<file path="src/hw/rtl/bsms_pkg.sv">
// ----------------------------------------------------------------------------
// Battery sleep mode selector package
// Shared types, register indexes, reset values and limits.
// ----------------------------------------------------------------------------
package bsms_pkg;

   localparam int unsigned CSR_INDEX_WIDTH = 3;
   localparam int unsigned CSR_DATA_WIDTH  = 16;
   localparam int unsigned MASK_WIDTH      = 11;
   localparam int unsigned LV_COUNT_WIDTH  = 22;

   localparam logic [CSR_INDEX_WIDTH-1:0] CSR_FORCE_DEEP_MV          = 3'd0;
   localparam logic [CSR_INDEX_WIDTH-1:0] CSR_FORCE_DEEP_SECONDS     = 3'd1;
   localparam logic [CSR_INDEX_WIDTH-1:0] CSR_LOW_VOLT_MV            = 3'd2;
   localparam logic [CSR_INDEX_WIDTH-1:0] CSR_LOW_VOLT_MINUTES       = 3'd3;
   localparam logic [CSR_INDEX_WIDTH-1:0] CSR_CHARGE_IDLE_LIMIT      = 3'd4;
   localparam logic [CSR_INDEX_WIDTH-1:0] CSR_CURRENT_BLOCK_LIMIT    = 3'd5;
   localparam logic [CSR_INDEX_WIDTH-1:0] CSR_IDLE_SECONDS_TO_HICCUP = 3'd6;

   localparam logic [15:0] RST_FORCE_DEEP_MV          = 16'd2800;
   localparam logic [15:0] RST_FORCE_DEEP_SECONDS     = 16'd60;
   localparam logic [15:0] RST_LOW_VOLT_MV            = 16'd3000;
   localparam logic [15:0] RST_LOW_VOLT_MINUTES       = 16'd10;
   localparam logic [15:0] RST_CHARGE_IDLE_LIMIT      = 16'd5;
   localparam logic [15:0] RST_CURRENT_BLOCK_LIMIT    = 16'd10;
   localparam logic [15:0] RST_IDLE_SECONDS_TO_HICCUP = 16'd30;

   localparam logic [LV_COUNT_WIDTH-1:0] SECONDS_PER_MINUTE = 22'd60;
   localparam logic [LV_COUNT_WIDTH-1:0] LV_COUNT_MAX       = '1;
   localparam logic [15:0]               CNT16_MAX          = '1;

   localparam int unsigned MASK_CHARGE    = 0;
   localparam int unsigned MASK_DISCHARGE = 1;
   localparam int unsigned MASK_LINK      = 2;
   localparam int unsigned MASK_KEY       = 3;
   localparam int unsigned MASK_FLASH     = 4;
   localparam int unsigned MASK_UPGRADE   = 5;
   localparam int unsigned MASK_FAULT     = 6;
   localparam int unsigned MASK_LED       = 7;
   localparam int unsigned MASK_AGING     = 8;
   localparam int unsigned MASK_AFE       = 9;
   localparam int unsigned MASK_EXTCOMM   = 10;

   typedef enum logic [1:0] {
      MODE_NONE   = 2'd0,
      MODE_HICCUP = 2'd1,
      MODE_NORMAL = 2'd2,
      MODE_DEEP   = 2'd3
   } mode_type;

   typedef enum logic [1:0] {
      REQ_NONE   = 2'd0,
      REQ_CANCEL = 2'd1,
      REQ_HICCUP = 2'd2,
      REQ_DEEP   = 2'd3
   } request_type;

   typedef struct packed {
      logic [15:0] force_deep_mv;
      logic [15:0] force_deep_seconds;
      logic [15:0] low_volt_mv;
      logic [15:0] low_volt_minutes;
      logic [15:0] charge_idle_limit;
      logic [15:0] current_block_limit;
      logic [15:0] idle_seconds_to_hiccup;
   } cfg_type;

   typedef struct packed {
      logic [15:0] cell_min_mv;
      logic [15:0] charge_current;
      logic [15:0] discharge_current;
      logic        link_busy;
      logic        key_active;
      logic        flash_busy;
      logic        upgrade_active;
      logic        fault_active;
      logic        led_active;
      logic        aging_active;
      logic        afe_blocked;
      logic        ext_comm_seen;
   } item_type;

   typedef struct packed {
      mode_type                power_mode;
      request_type             request_made;
      logic [MASK_WIDTH-1:0]   block_mask;
   } result_type;

   typedef struct packed {
      logic [15:0]               force_count;
      logic [LV_COUNT_WIDTH-1:0] low_volt_count;
      logic [15:0]               idle_count;
      logic                      comm_pending;
      mode_type                  mode;
   } state_type;

endpackage

</file>
<file path="src/hw/rtl/bsms_step.sv">
// ----------------------------------------------------------------------------
// Sleep decision step
// Block mask, voltage and idle counters and mode update for one item.
// ----------------------------------------------------------------------------
module bsms_step (
   input  bsms_pkg::cfg_type    cfg,
   input  bsms_pkg::item_type   item,
   input  bsms_pkg::state_type  state_cur,
   output bsms_pkg::state_type  state_nxt,
   output bsms_pkg::result_type result
);
   import bsms_pkg::*;

   logic [MASK_WIDTH-1:0]     mask;
   logic                      chg_idle;
   logic                      force_hit;
   logic                      low_hit;
   logic                      pending;
   logic [15:0]               force_inc;
   logic [15:0]               idle_inc;
   logic [LV_COUNT_WIDTH-1:0] lv_inc;
   logic [LV_COUNT_WIDTH-1:0] lv_limit;
   request_type               req;

   assign force_inc = (state_cur.force_count < CNT16_MAX) ?
                      state_cur.force_count + 16'd1 : state_cur.force_count;
   assign idle_inc  = (state_cur.idle_count < CNT16_MAX) ?
                      state_cur.idle_count + 16'd1 : state_cur.idle_count;
   assign lv_inc    = (state_cur.low_volt_count < LV_COUNT_MAX) ?
                      state_cur.low_volt_count + 22'd1 : state_cur.low_volt_count;
   assign lv_limit  = LV_COUNT_WIDTH'(cfg.low_volt_minutes) * SECONDS_PER_MINUTE;

   assign chg_idle  = item.charge_current <= cfg.charge_idle_limit;
   assign force_hit = (item.cell_min_mv <= cfg.force_deep_mv) && chg_idle;
   assign low_hit   = (item.cell_min_mv <= cfg.low_volt_mv) && chg_idle;
   assign pending   = state_cur.comm_pending | item.ext_comm_seen;

   always_comb begin
      mask                      = '0;
      mask[MASK_CHARGE]         = item.charge_current > cfg.current_block_limit;
      mask[MASK_DISCHARGE]      = item.discharge_current > cfg.current_block_limit;
      mask[MASK_LINK]           = item.link_busy;
      mask[MASK_KEY]            = item.key_active;
      mask[MASK_FLASH]          = item.flash_busy;
      mask[MASK_UPGRADE]        = item.upgrade_active;
      mask[MASK_FAULT]          = item.fault_active;
      mask[MASK_LED]            = item.led_active;
      mask[MASK_AGING]          = item.aging_active;
      mask[MASK_AFE]            = item.afe_blocked;

      state_nxt              = state_cur;
      state_nxt.comm_pending = pending;
      req                    = REQ_NONE;

      priority if (force_hit) begin
         state_nxt.idle_count  = '0;
         state_nxt.force_count = force_inc;
         if (force_inc >= cfg.force_deep_seconds) begin
            state_nxt.mode = MODE_DEEP;
            req            = REQ_DEEP;
         end
      end else if (low_hit) begin
         state_nxt.idle_count     = '0;
         state_nxt.low_volt_count = lv_inc;
         if (lv_inc >= lv_limit) begin
            state_nxt.mode = MODE_DEEP;
            req            = REQ_DEEP;
         end
      end else if (item.key_active || item.aging_active) begin
         state_nxt.low_volt_count = '0;
         state_nxt.force_count    = '0;
         state_nxt.idle_count     = '0;
         if (state_cur.mode == MODE_HICCUP) begin
            state_nxt.mode = MODE_NONE;
            req            = REQ_CANCEL;
         end
      end else begin
         state_nxt.low_volt_count = '0;
         state_nxt.force_count    = '0;
         if (mask == '0 && pending) begin
            state_nxt.comm_pending = 1'b0;
            mask[MASK_EXTCOMM]     = 1'b1;
         end
         if (mask != '0) begin
            state_nxt.idle_count = '0;
         end else if (idle_inc >= cfg.idle_seconds_to_hiccup) begin
            state_nxt.idle_count = '0;
            state_nxt.mode       = MODE_HICCUP;
            req                  = REQ_HICCUP;
         end else begin
            state_nxt.idle_count = idle_inc;
         end
      end

      result.power_mode   = state_nxt.mode;
      result.request_made = req;
      result.block_mask   = mask;
   end

endmodule

</file>
<file path="src/hw/rtl/battery_sleep_mode_selector.sv">
// ----------------------------------------------------------------------------
// Battery sleep mode selector
// Per-tick sleep decision: block mask, deep and hiccup requests.
// ----------------------------------------------------------------------------
//  channel  direction  handshake            payload
//  req      in         req_valid/req_stall  cell voltage, currents, activity flags
//  rsp      out        rsp_valid/rsp_stall  power_mode, request_made, block_mask
//  csr      in         csr_wr_en            csr_index, csr_wdata
//
//  One item per cycle sustained while rsp_stall is low; an accepted item is
//  captured in the input register, then decision logic loads the result register.
//  Sleep state updates in the same edge that loads the result register.
//  Synchronous reset clears counters, mode, pending flag and valids, and
//  loads register defaults. A stalled result holds both stages.
// ----------------------------------------------------------------------------
module battery_sleep_mode_selector (
   input  logic                                  clock,
   input  logic                                  reset,
   input  logic                                  req_valid,
   output logic                                  req_stall,
   input  logic [15:0]                           req_cell_min_mv,
   input  logic [15:0]                           req_charge_current,
   input  logic [15:0]                           req_discharge_current,
   input  logic                                  req_link_busy,
   input  logic                                  req_key_active,
   input  logic                                  req_flash_busy,
   input  logic                                  req_upgrade_active,
   input  logic                                  req_fault_active,
   input  logic                                  req_led_active,
   input  logic                                  req_aging_active,
   input  logic                                  req_afe_blocked,
   input  logic                                  req_ext_comm_seen,
   output logic                                  rsp_valid,
   input  logic                                  rsp_stall,
   output logic [1:0]                            rsp_power_mode,
   output logic [1:0]                            rsp_request_made,
   output logic [bsms_pkg::MASK_WIDTH-1:0]       rsp_block_mask,
   input  logic                                  csr_wr_en,
   input  logic [bsms_pkg::CSR_INDEX_WIDTH-1:0]  csr_index,
   input  logic [bsms_pkg::CSR_DATA_WIDTH-1:0]   csr_wdata
);
   import bsms_pkg::*;

   cfg_type    cfg_ff, cfg_in;
   state_type  state_ff, state_in;
   item_type   item_ff, item_in;
   result_type result_ff;
   result_type step_result;
   logic       in_vld_ff, in_vld_in;
   logic       out_vld_ff, out_vld_in;
   logic       out_take;
   logic       in_take;
   logic       advance;

   assign out_take  = !out_vld_ff || !rsp_stall;
   assign advance   = in_vld_ff && out_take;
   assign in_take   = !in_vld_ff || advance;
   assign req_stall = !in_take;

   assign item_in.cell_min_mv       = req_cell_min_mv;
   assign item_in.charge_current    = req_charge_current;
   assign item_in.discharge_current = req_discharge_current;
   assign item_in.link_busy         = req_link_busy;
   assign item_in.key_active        = req_key_active;
   assign item_in.flash_busy        = req_flash_busy;
   assign item_in.upgrade_active    = req_upgrade_active;
   assign item_in.fault_active      = req_fault_active;
   assign item_in.led_active        = req_led_active;
   assign item_in.aging_active      = req_aging_active;
   assign item_in.afe_blocked       = req_afe_blocked;
   assign item_in.ext_comm_seen     = req_ext_comm_seen;

   assign in_vld_in  = in_take ? req_valid : in_vld_ff;
   assign out_vld_in = out_take ? in_vld_ff : out_vld_ff;

   bsms_step u_step (
      .cfg       (cfg_ff),
      .item      (item_ff),
      .state_cur (state_ff),
      .state_nxt (state_in),
      .result    (step_result)
   );

   always_comb begin
      cfg_in = cfg_ff;
      if (csr_wr_en) begin
         unique case (csr_index)
            CSR_FORCE_DEEP_MV:          cfg_in.force_deep_mv          = csr_wdata;
            CSR_FORCE_DEEP_SECONDS:     cfg_in.force_deep_seconds     = csr_wdata;
            CSR_LOW_VOLT_MV:            cfg_in.low_volt_mv            = csr_wdata;
            CSR_LOW_VOLT_MINUTES:       cfg_in.low_volt_minutes       = csr_wdata;
            CSR_CHARGE_IDLE_LIMIT:      cfg_in.charge_idle_limit      = csr_wdata;
            CSR_CURRENT_BLOCK_LIMIT:    cfg_in.current_block_limit    = csr_wdata;
            CSR_IDLE_SECONDS_TO_HICCUP: cfg_in.idle_seconds_to_hiccup = csr_wdata;
            default:                    cfg_in = cfg_ff;
         endcase
      end
   end

   always_ff @(posedge clock) begin
      if (reset) begin
         in_vld_ff                     <= 1'b0;
         out_vld_ff                    <= 1'b0;
         state_ff.force_count          <= '0;
         state_ff.low_volt_count       <= '0;
         state_ff.idle_count           <= '0;
         state_ff.comm_pending         <= 1'b0;
         state_ff.mode                 <= MODE_NONE;
         cfg_ff.force_deep_mv          <= RST_FORCE_DEEP_MV;
         cfg_ff.force_deep_seconds     <= RST_FORCE_DEEP_SECONDS;
         cfg_ff.low_volt_mv            <= RST_LOW_VOLT_MV;
         cfg_ff.low_volt_minutes       <= RST_LOW_VOLT_MINUTES;
         cfg_ff.charge_idle_limit      <= RST_CHARGE_IDLE_LIMIT;
         cfg_ff.current_block_limit    <= RST_CURRENT_BLOCK_LIMIT;
         cfg_ff.idle_seconds_to_hiccup <= RST_IDLE_SECONDS_TO_HICCUP;
      end else begin
         in_vld_ff  <= in_vld_in;
         out_vld_ff <= out_vld_in;
         cfg_ff     <= cfg_in;
         if (advance) begin
            state_ff <= state_in;
         end
      end
   end

   always_ff @(posedge clock) begin
      if (in_take) begin
         item_ff <= item_in;
      end
      if (advance) begin
         result_ff <= step_result;
      end
   end

   assign rsp_valid        = out_vld_ff;
   assign rsp_power_mode   = result_ff.power_mode;
   assign rsp_request_made = result_ff.request_made;
   assign rsp_block_mask   = result_ff.block_mask;

endmodule

</file>
<file path="config.mk">
export PLATFORM = sky130hd
export DESIGN_NAME = battery_sleep_mode_selector
export DESIGN_NICKNAME = d
export VERILOG_FILES = /design/src/hw/rtl/bsms_pkg.sv /design/src/hw/rtl/bsms_step.sv /design/src/hw/rtl/battery_sleep_mode_selector.sv
export SDC_FILE = /design/constraint.sdc
export NUM_CORES = 1
export LEC_CHECK = 0
export ABC_AREA = 1
export BUFFER_PORTS_ARGS = -buffer_cell sky130_fd_sc_hd__buf_4
export CORE_ASPECT_RATIO = 1.2
export CORE_MARGIN = 8
export CORE_UTILIZATION = 55
export DETAILED_ROUTE_END_ITERATION = 12
export GPL_TIMING_DRIVEN = 0
export PLACE_DENSITY = 0.76
export SETUP_SLACK_MARGIN = 0.02
export SLEW_MARGIN = 5
export SYNTH_ARGS = -nofsm -noshare
export SYNTH_HDL_FRONTEND = slang
export SYNTH_SLANG_ARGS = --single-unit
</file>
<file path="constraint.sdc">
create_clock -name clock -period 4.4 [get_ports clock]
set_input_delay 0.22 -clock clock [delete_from_list [all_inputs] [get_ports clock]]
set_output_delay 0.22 -clock clock [all_outputs]
set_load 0.005 [all_outputs]
</file>
# ---- Yosys cells after proc, flatten, opt, wreduce, memory -nomap -nowiden
# Index checks and enable logic that the tools add are counted.
dict set report word_totals {
  ff_bits 243
  output_inout_bits 17
  wordCells 113
}
dict set report classes {
  add_sub_neg 3
  multipliers 1
  magnitude_cmp 11
  n_eq_ne 8
  mux 34
  bitwise_logic 2
  n_reduce_logical 24
}
# cell count
set ops {}
lappend ops {{16-bit two-way mux} 8}
lappend ops {{16-bit less-or-equal comparator} 3}
lappend ops {{38-bit two-way mux} 1}
lappend ops {{16-bit by 1-bit adder with 16-bit output (second input constant)} 2}
lappend ops {{16-bit >= comparator} 2}
lappend ops {{16-bit > comparator} 2}
lappend ops {{16-bit less-than comparator (second input constant)} 2}
lappend ops {{2-bit two-way mux} 15}
lappend ops {{22-bit by 1-bit adder with 22-bit output (second input constant)} 1}
lappend ops {{22-bit >= comparator} 1}
lappend ops {{22-bit less-than comparator (second input constant)} 1}
lappend ops {{22-bit two-way mux} 1}
lappend ops {{16-bit by 4-bit multiplier with 20-bit output (second input constant)} 1}
lappend ops {{2-bit AND reduction} 9}
lappend ops {{11-bit nonzero test} 1}
lappend ops {{10-bit zero test} 1}
lappend ops {{3-bit equality test (second input constant)} 3}
lappend ops {{1-bit two-way mux} 9}
lappend ops {{3-bit by 2-bit equality test with 1-bit output (second input constant)} 2}
lappend ops {{1-bit logical AND} 4}
lappend ops {{1-bit zero test} 4}
lappend ops {{3-bit by 1-bit equality test with 1-bit output (second input constant)} 1}
lappend ops {{3-bit zero test} 1}
lappend ops {{1-bit logical OR} 3}
lappend ops {{5 further kinds} 5}

# ---- Depth between registers and ports, before layout
# Gate-level depths: netlist of the first run.
dict set report logic_depth {
  word_depth 12
  depth_mapped 33
  depth_no_buf 33
}

# ---- Hierarchy
# A second synthesis of the first run with hierarchy kept.
dict set report unflattened {
  hier_cells 2075
  area_unflattened_um2 15687.5
}
# mod instances cells_per_inst area_per_inst_um2 seq_area_each_um2
set modules_own_cells {}
lappend modules_own_cells {battery_sleep_mode_selector 1 944 8481.9 5585.4}
lappend modules_own_cells {bsms_step 1 1131 7205.7 0.0}

# ---- Least setup slack after synthesis of the first run
# No wires, ideal clock.
dict set report synth_timing {
  kind {register to register}
  from {register cfg_ff[51] in the netlist's numbering}
  to {register state_ff[1] in the netlist's numbering}
  setup_ns 0.056
  arrival_ns 4.386
  slack_ns -0.042
  stages_incl_launch_ff 31
  synth_period_minus_slack_ns 4.442
  path_cell_list {dfxtp_1 inv_1 fa_1 inv_1 fa_1 ha_1 inv_1 nor3_1 nand2_1 nand2_1 a21oi_1 o21ai_0 nand2_1 nand3_1 o21ai_0 o211ai_1 nand2_1 ha_1 inv_1 nor3_1 nor3b_1 nand3_1 nor2_1 nor2_1 nand2_1 nand2_2 nand2_1 nand3_1 nand3_1 nand2_1 inv_1}
}
dict set report synth_via {
  elab_chain_cells 5
}
# element line
set synth_lines {}
lappend synth_lines {{from (decl)} battery_sleep_mode_selector.sv:44} ;# cfg_type cfg_ff, cfg_in;
lappend synth_lines {{from (signal assigned)} battery_sleep_mode_selector.sv:119} ;# cfg_ff <= cfg_in;
lappend synth_lines {{16-bit by 4-bit multiplier with 20-bit output} bsms_step.sv:31} ;# assign lv_limit = LV_COUNT_WIDTH'(cfg.low_volt_minutes) * SECONDS_PER_MINUTE;
lappend synth_lines {{22-bit >= comparator} bsms_step.sv:65} ;# if (lv_inc >= lv_limit) begin
lappend synth_lines {{2-bit two-way mux} bsms_step.sv:65}
lappend synth_lines {{2-bit two-way mux} bsms_step.sv:62} ;# end else if (low_hit) begin
lappend synth_lines {{2-bit two-way mux} bsms_step.sv:55} ;# priority if (force_hit) begin
lappend synth_lines {{to (signal assigned)} battery_sleep_mode_selector.sv:121} ;# state_ff <= state_in;
lappend synth_lines {{to (decl)} battery_sleep_mode_selector.sv:45} ;# state_type state_ff, state_in;
# Every way passes these cells.
# A chain may end at the register's enable or synchronous reset.

# ---- Worst setup path after layout of the first run
dict set report layout_timing {
  from {register cfg_ff[52] in the netlist's numbering}
  to {register state_ff[1] in the netlist's numbering}
}
# The elaborated chain is that of the path after synthesis.

==> results by group, run 1 <==
Place
  – Port Buf Inserts: 96
  – Placer Congestion: 0.8968
  – Pre-CTS setup slack: -596.5 ps
  – Detailed Place HPWL: 26420 um

Synth
  – Synth warn: 0
  – Synth area leaders: dfxtp_1 24%, edfxtp_1 15%, ha_1 14%, nand2_1 8.4%, a21oi_1 7.9%
  – Cell count after synthesis: 1722
  – Synthesized flop and latch total: 243
  – Largest family of logic cells by synthesized area: adder cells
  – Count leader, synth: nand2_1
  – Mux share of post-synthesis cell area: 0%
  – Post-synthesis share of cell area spent on full adders, half adders and majority gates: 18.00%
  – Synthesized area per cell: 8.251 um2
  – Synth unique cells: 40
  – EDFF count, synth: 72
  – XOR/XNOR Fraction of Synth Area: 3.381%
  – Commonest register cell after synthesis: dfxtp_1
  – Syn Std Cell Area: 0.01421 mm2
  – Fraction of the yosys area taken by sequential cells: 39.31%
  – Largest area contributor in the netlist: dfxtp_1
  – Ys async rst share: 0%
  – Simple-gate share of the synthesized area: 16.79%
  – Synth Area in Compound Gates: 14.89%
  – Synthesized net count: 1990
  – Top cells by count, synth: 317 x nand2_1, 238 x inv_1, 225 x a21oi_1, 171 x dfxtp_1, 158 x ha_1
  – Top-area cell type share of the netlist area: 24.09%

Pwr
  – Peak supply drop: 281.8 uV
  – Static Leak: 7.510 nW
  – Pwr Density: 315.8 mW/mm2
  – Pwr Total: 5.450 mW

Timing
  – Worst slew margin: 48.27%
  – Fin Clk Skew: 18.39 ps
  – Fin. Hold Viols: 0
  – Min Tclk post-route: 4664 ps
  – Setup TNS: -1317 ps
  – Final Max Slew Viols: 0
  – F_max: 0.2144 GHz
  – Setup Viol. Count Final: 6
  – Worst Tran Pin Value: 770.1 ps
  – Tcrit/Tclk final: 106.0%
  – Fin worst setup slack: -264.3 ps
  – RSZ-0062 raised after global routing: true

Layout
  – Number of diodes: 0
  – Layout cells sized above 1: 12.60%
  – Final #Nets: 2201
  – Multi-input gate area: 0.007750 mm2
  – Fill count: 1939
  – Area Overhead vs Synth: 21.46%
  – Register area: 0.005604 mm2

Clock network
  – CTS sink cnt: 243
  – Clock Latency Late Sink: 540 ps
  – Htree depth: 1
  – CTS max path bufs: 3
  – CTS tree: built
  – Root Buffer: clkbuf_16
  – Worst-path clk slew: 60 ps
  – TritonCTS buffer count: 26

Job
  – Total of max-cap violations: 0

Routing
  – Starting DRC count in detailed routing: 858
  – First-pass DRT Iterations: 5
  – Mean number of vias per cell: 5.461
  – Routed Antenna Nets: 0
  – WL final: 37560 um
  – Drc violations: 0
  – Via count: 12470
  – WL/cell: 16.45 um

Floorplan
  – Core ar.: 0.02546 mm2
  – I/O Pins: 98
  – Row cnt: 64
  – Initial Util: 55.80%
  – Die width: 162.7 um
  – DIE AREA: 0.03125 mm2
  – Die height: 192.1 um

GRT
  – First-pass GRT wire length: 60410 um
  – Grt ovf: 0
  – Total GRT Usage: 23.53%
  – Number of global-route vias before repair: 12540
  – Largest net degree at the start of global routing: 47
  – Initial antenna violation count: 0

Setup path
  – Crit end category: register
  – Slowest CP cell: fa_1
  – Crit Path Category: reg -> reg
  – CP Launch Type: register
  – Top delay family on crit path: simple AND/OR/NAND/NOR gates
  – CP arrival: 5150 ps
  – Req. time, crit path: 4890 ps
  – Max FO, Critical Path: 4
  – WP buf/inv: 6
  – Slowest stage delay, CP: 520 ps

Run status
  – Status: complete, but fails checks
  – Violated checks: setup timing

Worst hold path
  – Worst hold path type: in -> reg
==> through the flow <==
stage               cells  utilization, %  area, um2  hold slack [ps]
global route         2283           67.77      17260            13.87
finish               2283           67.77      17260            27.02
CTS                  2271           66.96      17050            2.789
global placement     2148           60.25      15340            397.8
detailed placement   2149           60.33      15360            399.3
floorplan            1722               -      14210            318.9
==> report_power, final <==
| part | internal [mW] | total [mW] | switching (mW) | leakage [nW] |
|---|---|---|---|---|
| Sequential | 2.38 | 2.42 | 0.0387 | 2.13 |
| Combinational | 0.356 | 0.839 | 0.483 | 4.96 |
| Clock | 1.26 | 2.19 | 0.931 | 0.416 |
| Total | 4.00 | 5.45 | 1.45 | 7.51 |
==> final timing paths <==
kind	startpoint	end	slack [ps]	cells past startpoint
hold reg to reg	item_ff[3]$_DFFE_PN_	rsp_block_mask[7]$_DFFE_PP_	450	0
setup reg to reg	cfg_ff[52]$_SDFFE_PP0P_	state_ff[1]$_SDFFE_PP0P_	-260	28
setup / recovery	cfg_ff[52]$_SDFFE_PP0P_	state_ff[1]$_SDFFE_PP0P_	-260	28
hold / removal	csr_wdata[5]	cfg_ff[85]$_SDFFE_PP1P_	30	3
==> state kept, by name, indices dropped and copies added, names as in the netlist <==
signal	count
in_vld_ff	1
cfg_ff	112
rsp_request_made	2
rsp_power_mode	2
item_ff	57
rsp_block_mask	11
state_ff	57
rsp_valid	1
==> cell type report <==
type	instances	area share (%)
inverter	239	5.242
clock inverter	13	0.6308
multi-input combinational	1194	44.91
sequential	243	32.47
tap	330	2.393
clock buffer	35	4.328
buffer	46	1.080
timing repair buffer	183	8.947
==> cell families (layout without fill, tap and decap cells) <==
group	after synthesis	count (layout)
simple gates	556	556
fa+ha+maj	187	187
buf+inv	285	516
xor+xnor	54	54
compound gates	397	397
flops	243	243
==> routing by layer <==
metal	wire, um	GRT usage [%]	vias up
met5	0	0	-
met4	1484	10.18	0
met3	2024	3.881	92
met2	18640	41.64	366
met1	15410	27.63	5807
li1	-	-	6203
==> timing repair <==
item                                    in CTS  in global routing
pin swaps                                   21                 27
hold buffers                                63                  0
resized for setup                           31                 34
hold endpoints to repair                    64                  0
setup buffers                               11                 12
endpoints found under the setup margin       6                  6
==> worst reg2reg max path, delay by kind of cell, from the launching register on <==
family | cells | cell delay (ps)
adders and majority gates | 4 | 1650
xor gates and xnor gates | 1 | 140
DFF | 1 | 350
AOI/OAI and AO/OA | 3 | 340
and+or+nand+nor | 14 | 1650
buffers and inverters | 6 | 500
==> layout by cell type, fill, tap and decap left out, types with 13 or more instances in the layout <==
cell type      count
nand4_1           35
xor2_1            34
clkbuf_16         28
clkbuf_1          44
fa_1              27
ha_1             152
nand2_2           13
nand2_1          309
inv_1            227
nor2_1           107
a21oi_1          220
edfxtp_1          72
nand3_1           42
o21ai_0          116
dlygate4sd3_1     63
dfxtp_1          162
buf_4            121
nor3_1            17
xnor2_1           18
o211ai_1          29
(Power assumes the default switching activity.)
==> run 2, diff against run 1 <==
--- a/config.mk
+++ b/config.mk
@@ -12,7 +12,7 @@
 export CORE_UTILIZATION = 55
 export DETAILED_ROUTE_END_ITERATION = 12
 export GPL_TIMING_DRIVEN = 0
-export PLACE_DENSITY = 0.76
+export PLACE_DENSITY = 0.74
 export SETUP_SLACK_MARGIN = 0.02
 export SLEW_MARGIN = 5
 export SYNTH_ARGS = -nofsm -noshare
==> constraint.sdc (replaced) <==
create_clock -name clock -period 5.15 [get_ports clock]
set_input_delay 0.2575 -clock clock [delete_from_list [all_inputs] [get_ports clock]]
set_output_delay 0.2575 -clock clock [all_outputs]
set_load 0.005 [all_outputs]
==> results by group, run 2 (synthesis gave the netlist of run 1 again) <==
Run status
  – Status: complete, no violations

Layout
  – Final #Nets: 2174
  – Top flop regs: cfg_ff x112, item_ff x57, state_ff x57
  – Most frequent cells in the layout: 317 x nand2_1, 237 x inv_1, 225 x a21oi_1
  – Max FFs per register: 112
  – Area Overhead vs Synth: 18.83%
  – Biggest register: cfg_ff
  – Fin cells: 2256
  – Commonest non-fill, non-tap cell in the layout: nand2_1
  – Layout cells sized above 1: 8.987%

Timing
  – Worst slew margin: 46.91%
  – Min Tclk post-route: 4672 ps
  – Setup Viol. Count Final: 0
  – F_max: 0.2140 GHz
  – Fin. Hold Viols: 0
  – Fin Clk Skew: 32.14 ps
  – Setup TNS: 0 ps
  – Tcrit/Tclk final: 90.73%
  – Worst Tran Pin Value: 796.4 ps
  – RSZ-0062 raised after global routing: false
  – Final Max Slew Viols: 0

Worst hold path
  – Worst hold path type: in -> reg

Pwr
  – Power share of the clock group: 41.8%
  – Pwr Density: 276.9 mW/mm2
  – Comb power frac: 13.8%
  – Peak supply drop: 283.8 uV
  – Sw Share: 25.63%
  – P_int: 3.477 mW
  – Sequential power share: 44.3%
  – Pwr Total: 4.675 mW
  – Sw power: 1.198 mW
  – Static Leak: 7.354 nW

Setup path
  – Slowest stage delay, CP: 630 ps
  – R2R depth: 31
  – Max FO, Critical Path: 4
  – CP most frequent cell: nand2_1
  – R2r setup slk: 480 ps
  – RR Startpoint: cfg_ff[48]$_SDFFE_PP0P_
  – Crit end category: register
  – Req. time, crit path: 5650 ps
  – Crit path capture: state_ff[1]$_SDFFE_PP0P_
  – Slowest CP cell: fa_1
  – CP arrival: 5170 ps
  – Crit Path Category: reg -> reg
  – CP Launch Type: register
  – CP Launch Point: cfg_ff[48]$_SDFFE_PP0P_
  – FF-to-FF End: state_ff[1]$_SDFFE_PP0P_

Floorplan
  – Die height: 192.1 um
  – I/O Pins: 98
  – DIE AREA: 0.03125 mm2
  – Row cnt: 64
  – Die width: 162.7 um
  – Core ar.: 0.02546 mm2
  – Initial Util: 55.80%

Routing
  – Routed Antenna Nets: 0
  – WL/cell: 16.34 um
  – Via count: 12290
  – Drc violations: 0
  – First-pass DRT Iterations: 7
  – WL final: 36860 um
  – Starting DRC count in detailed routing: 860
  – Mean number of vias per cell: 5.449

GRT
  – Grt ovf: 0
  – First-pass GRT wire length: 59760 um
  – Largest net degree at the start of global routing: 46
  – Initial antenna violation count: 1
  – Total GRT Usage: 23.40%
  – Number of global-route vias before repair: 12330

Clock network
  – Total setup buffers inserted after CTS: 0
  – Worst-path clk slew: 60 ps
  – CTS tree: built
  – Htree depth: 1
  – TritonCTS buffer count: 27
  – CTS max path bufs: 3
  – CTS sink cnt: 243
  – Root Buffer: clkbuf_16
  – Clock Latency Late Sink: 550 ps

Job
  – Total of max-cap violations: 0

Place
  – Placer Congestion: 0.9116
  – Detailed Place HPWL: 27160 um
  – Placed Cells incl. Taps: 2149
  – Port Buf Inserts: 96
[run 2: metal layers]
metal | part of all wire (%) | track usage [%]
met1 | 42 | 27.38
met2 | 50 | 42.19
met3 | 4.8 | 3.623
met4 | 3.6 | 9.011
met5 | 0 | 0
[run 2: how the worst min path moves through the flow]
stage / startpoint / depth (start not counted) / endpoint / slack [ps]
3_3_place_gp: item_ff[8]$_DFFE_PN_ / 0 / rsp_block_mask[2]$_DFFE_PP_ / 430
6_report: rsp_stall / 3 / rsp_valid$_SDFFE_PP0P_ / 30
5_1_grt: csr_wdata[4] / 3 / cfg_ff[4]$_SDFFE_PP1P_ / 30
4_1_cts: csr_wdata[1] / 3 / cfg_ff[17]$_SDFFE_PP1P_ / 10
2_1_floorplan: req_ext_comm_seen / 0 / item_ff[0]$_DFFE_PN_ / 360
3_5_place_dp: item_ff[6]$_DFFE_PN_ / 0 / rsp_block_mask[4]$_DFFE_PP_ / 430
[run 2: worst max-delay path, delay by kind of cell, from the launching register on]
kind	cells	cell delay, ps
fa+ha+maj	4	1830
compound gates	3	360
buf+inv	2	100
simple gates	22	1950
flops	1	390
[run 2: through the flow]
| stage | cell area (um2) | utilization [%] | hold slack [ps] | setup WS, ps |
|---|---|---|---|---|
| after floorplan | 14210 | - | 356.4 | 708.0 |
| after global placement | 15340 | 60.25 | 430.2 | 141.9 |
| after detailed placement | 15360 | 60.33 | 434.4 | 32.52 |
| after CTS | 16840 | 66.15 | 11.92 | 102.6 |
| after global routing | 16880 | 66.30 | 28.25 | 40.33 |
| final | 16880 | 66.30 | 30.65 | 477.5 |
[run 2: power groups by stage]
stage / Clock [mW] / Combinational [mW] / Sequential (mW)
3_3_place_gp: 0 / 0.562 / 2.11
2_1_floorplan: 0 / 0.389 / 2.10
4_1_cts: 1.98 / 0.629 / 2.07
5_1_grt: 2.06 / 0.733 / 2.08
3_5_place_dp: 0 / 0.586 / 2.11
6_report: 1.96 / 0.647 / 2.07
[run 2: cell type report]
type | count | area, um2
inverter | 239 | 897.1
fill | 2057 | 8581
clock inverter | 11 | 141.4
tap | 330 | 412.9
buffer | 46 | 186.4
antenna | 1 | 2.502
clock buffer | 37 | 754.5
multi-input combinational | 1194 | 7579
timing repair buffer | 155 | 1321
sequential | 243 | 5589
[run 2: repair_timing]
| item | 4_1_cts | 5_1_grt |
|---|---|---|
| resized for setup | 1 | 10 |
| hold buffers | 58 | 0 |
| endpoints found under the setup margin | 1 | 6 |
| endpoints found under the hold margin | 58 | 0 |
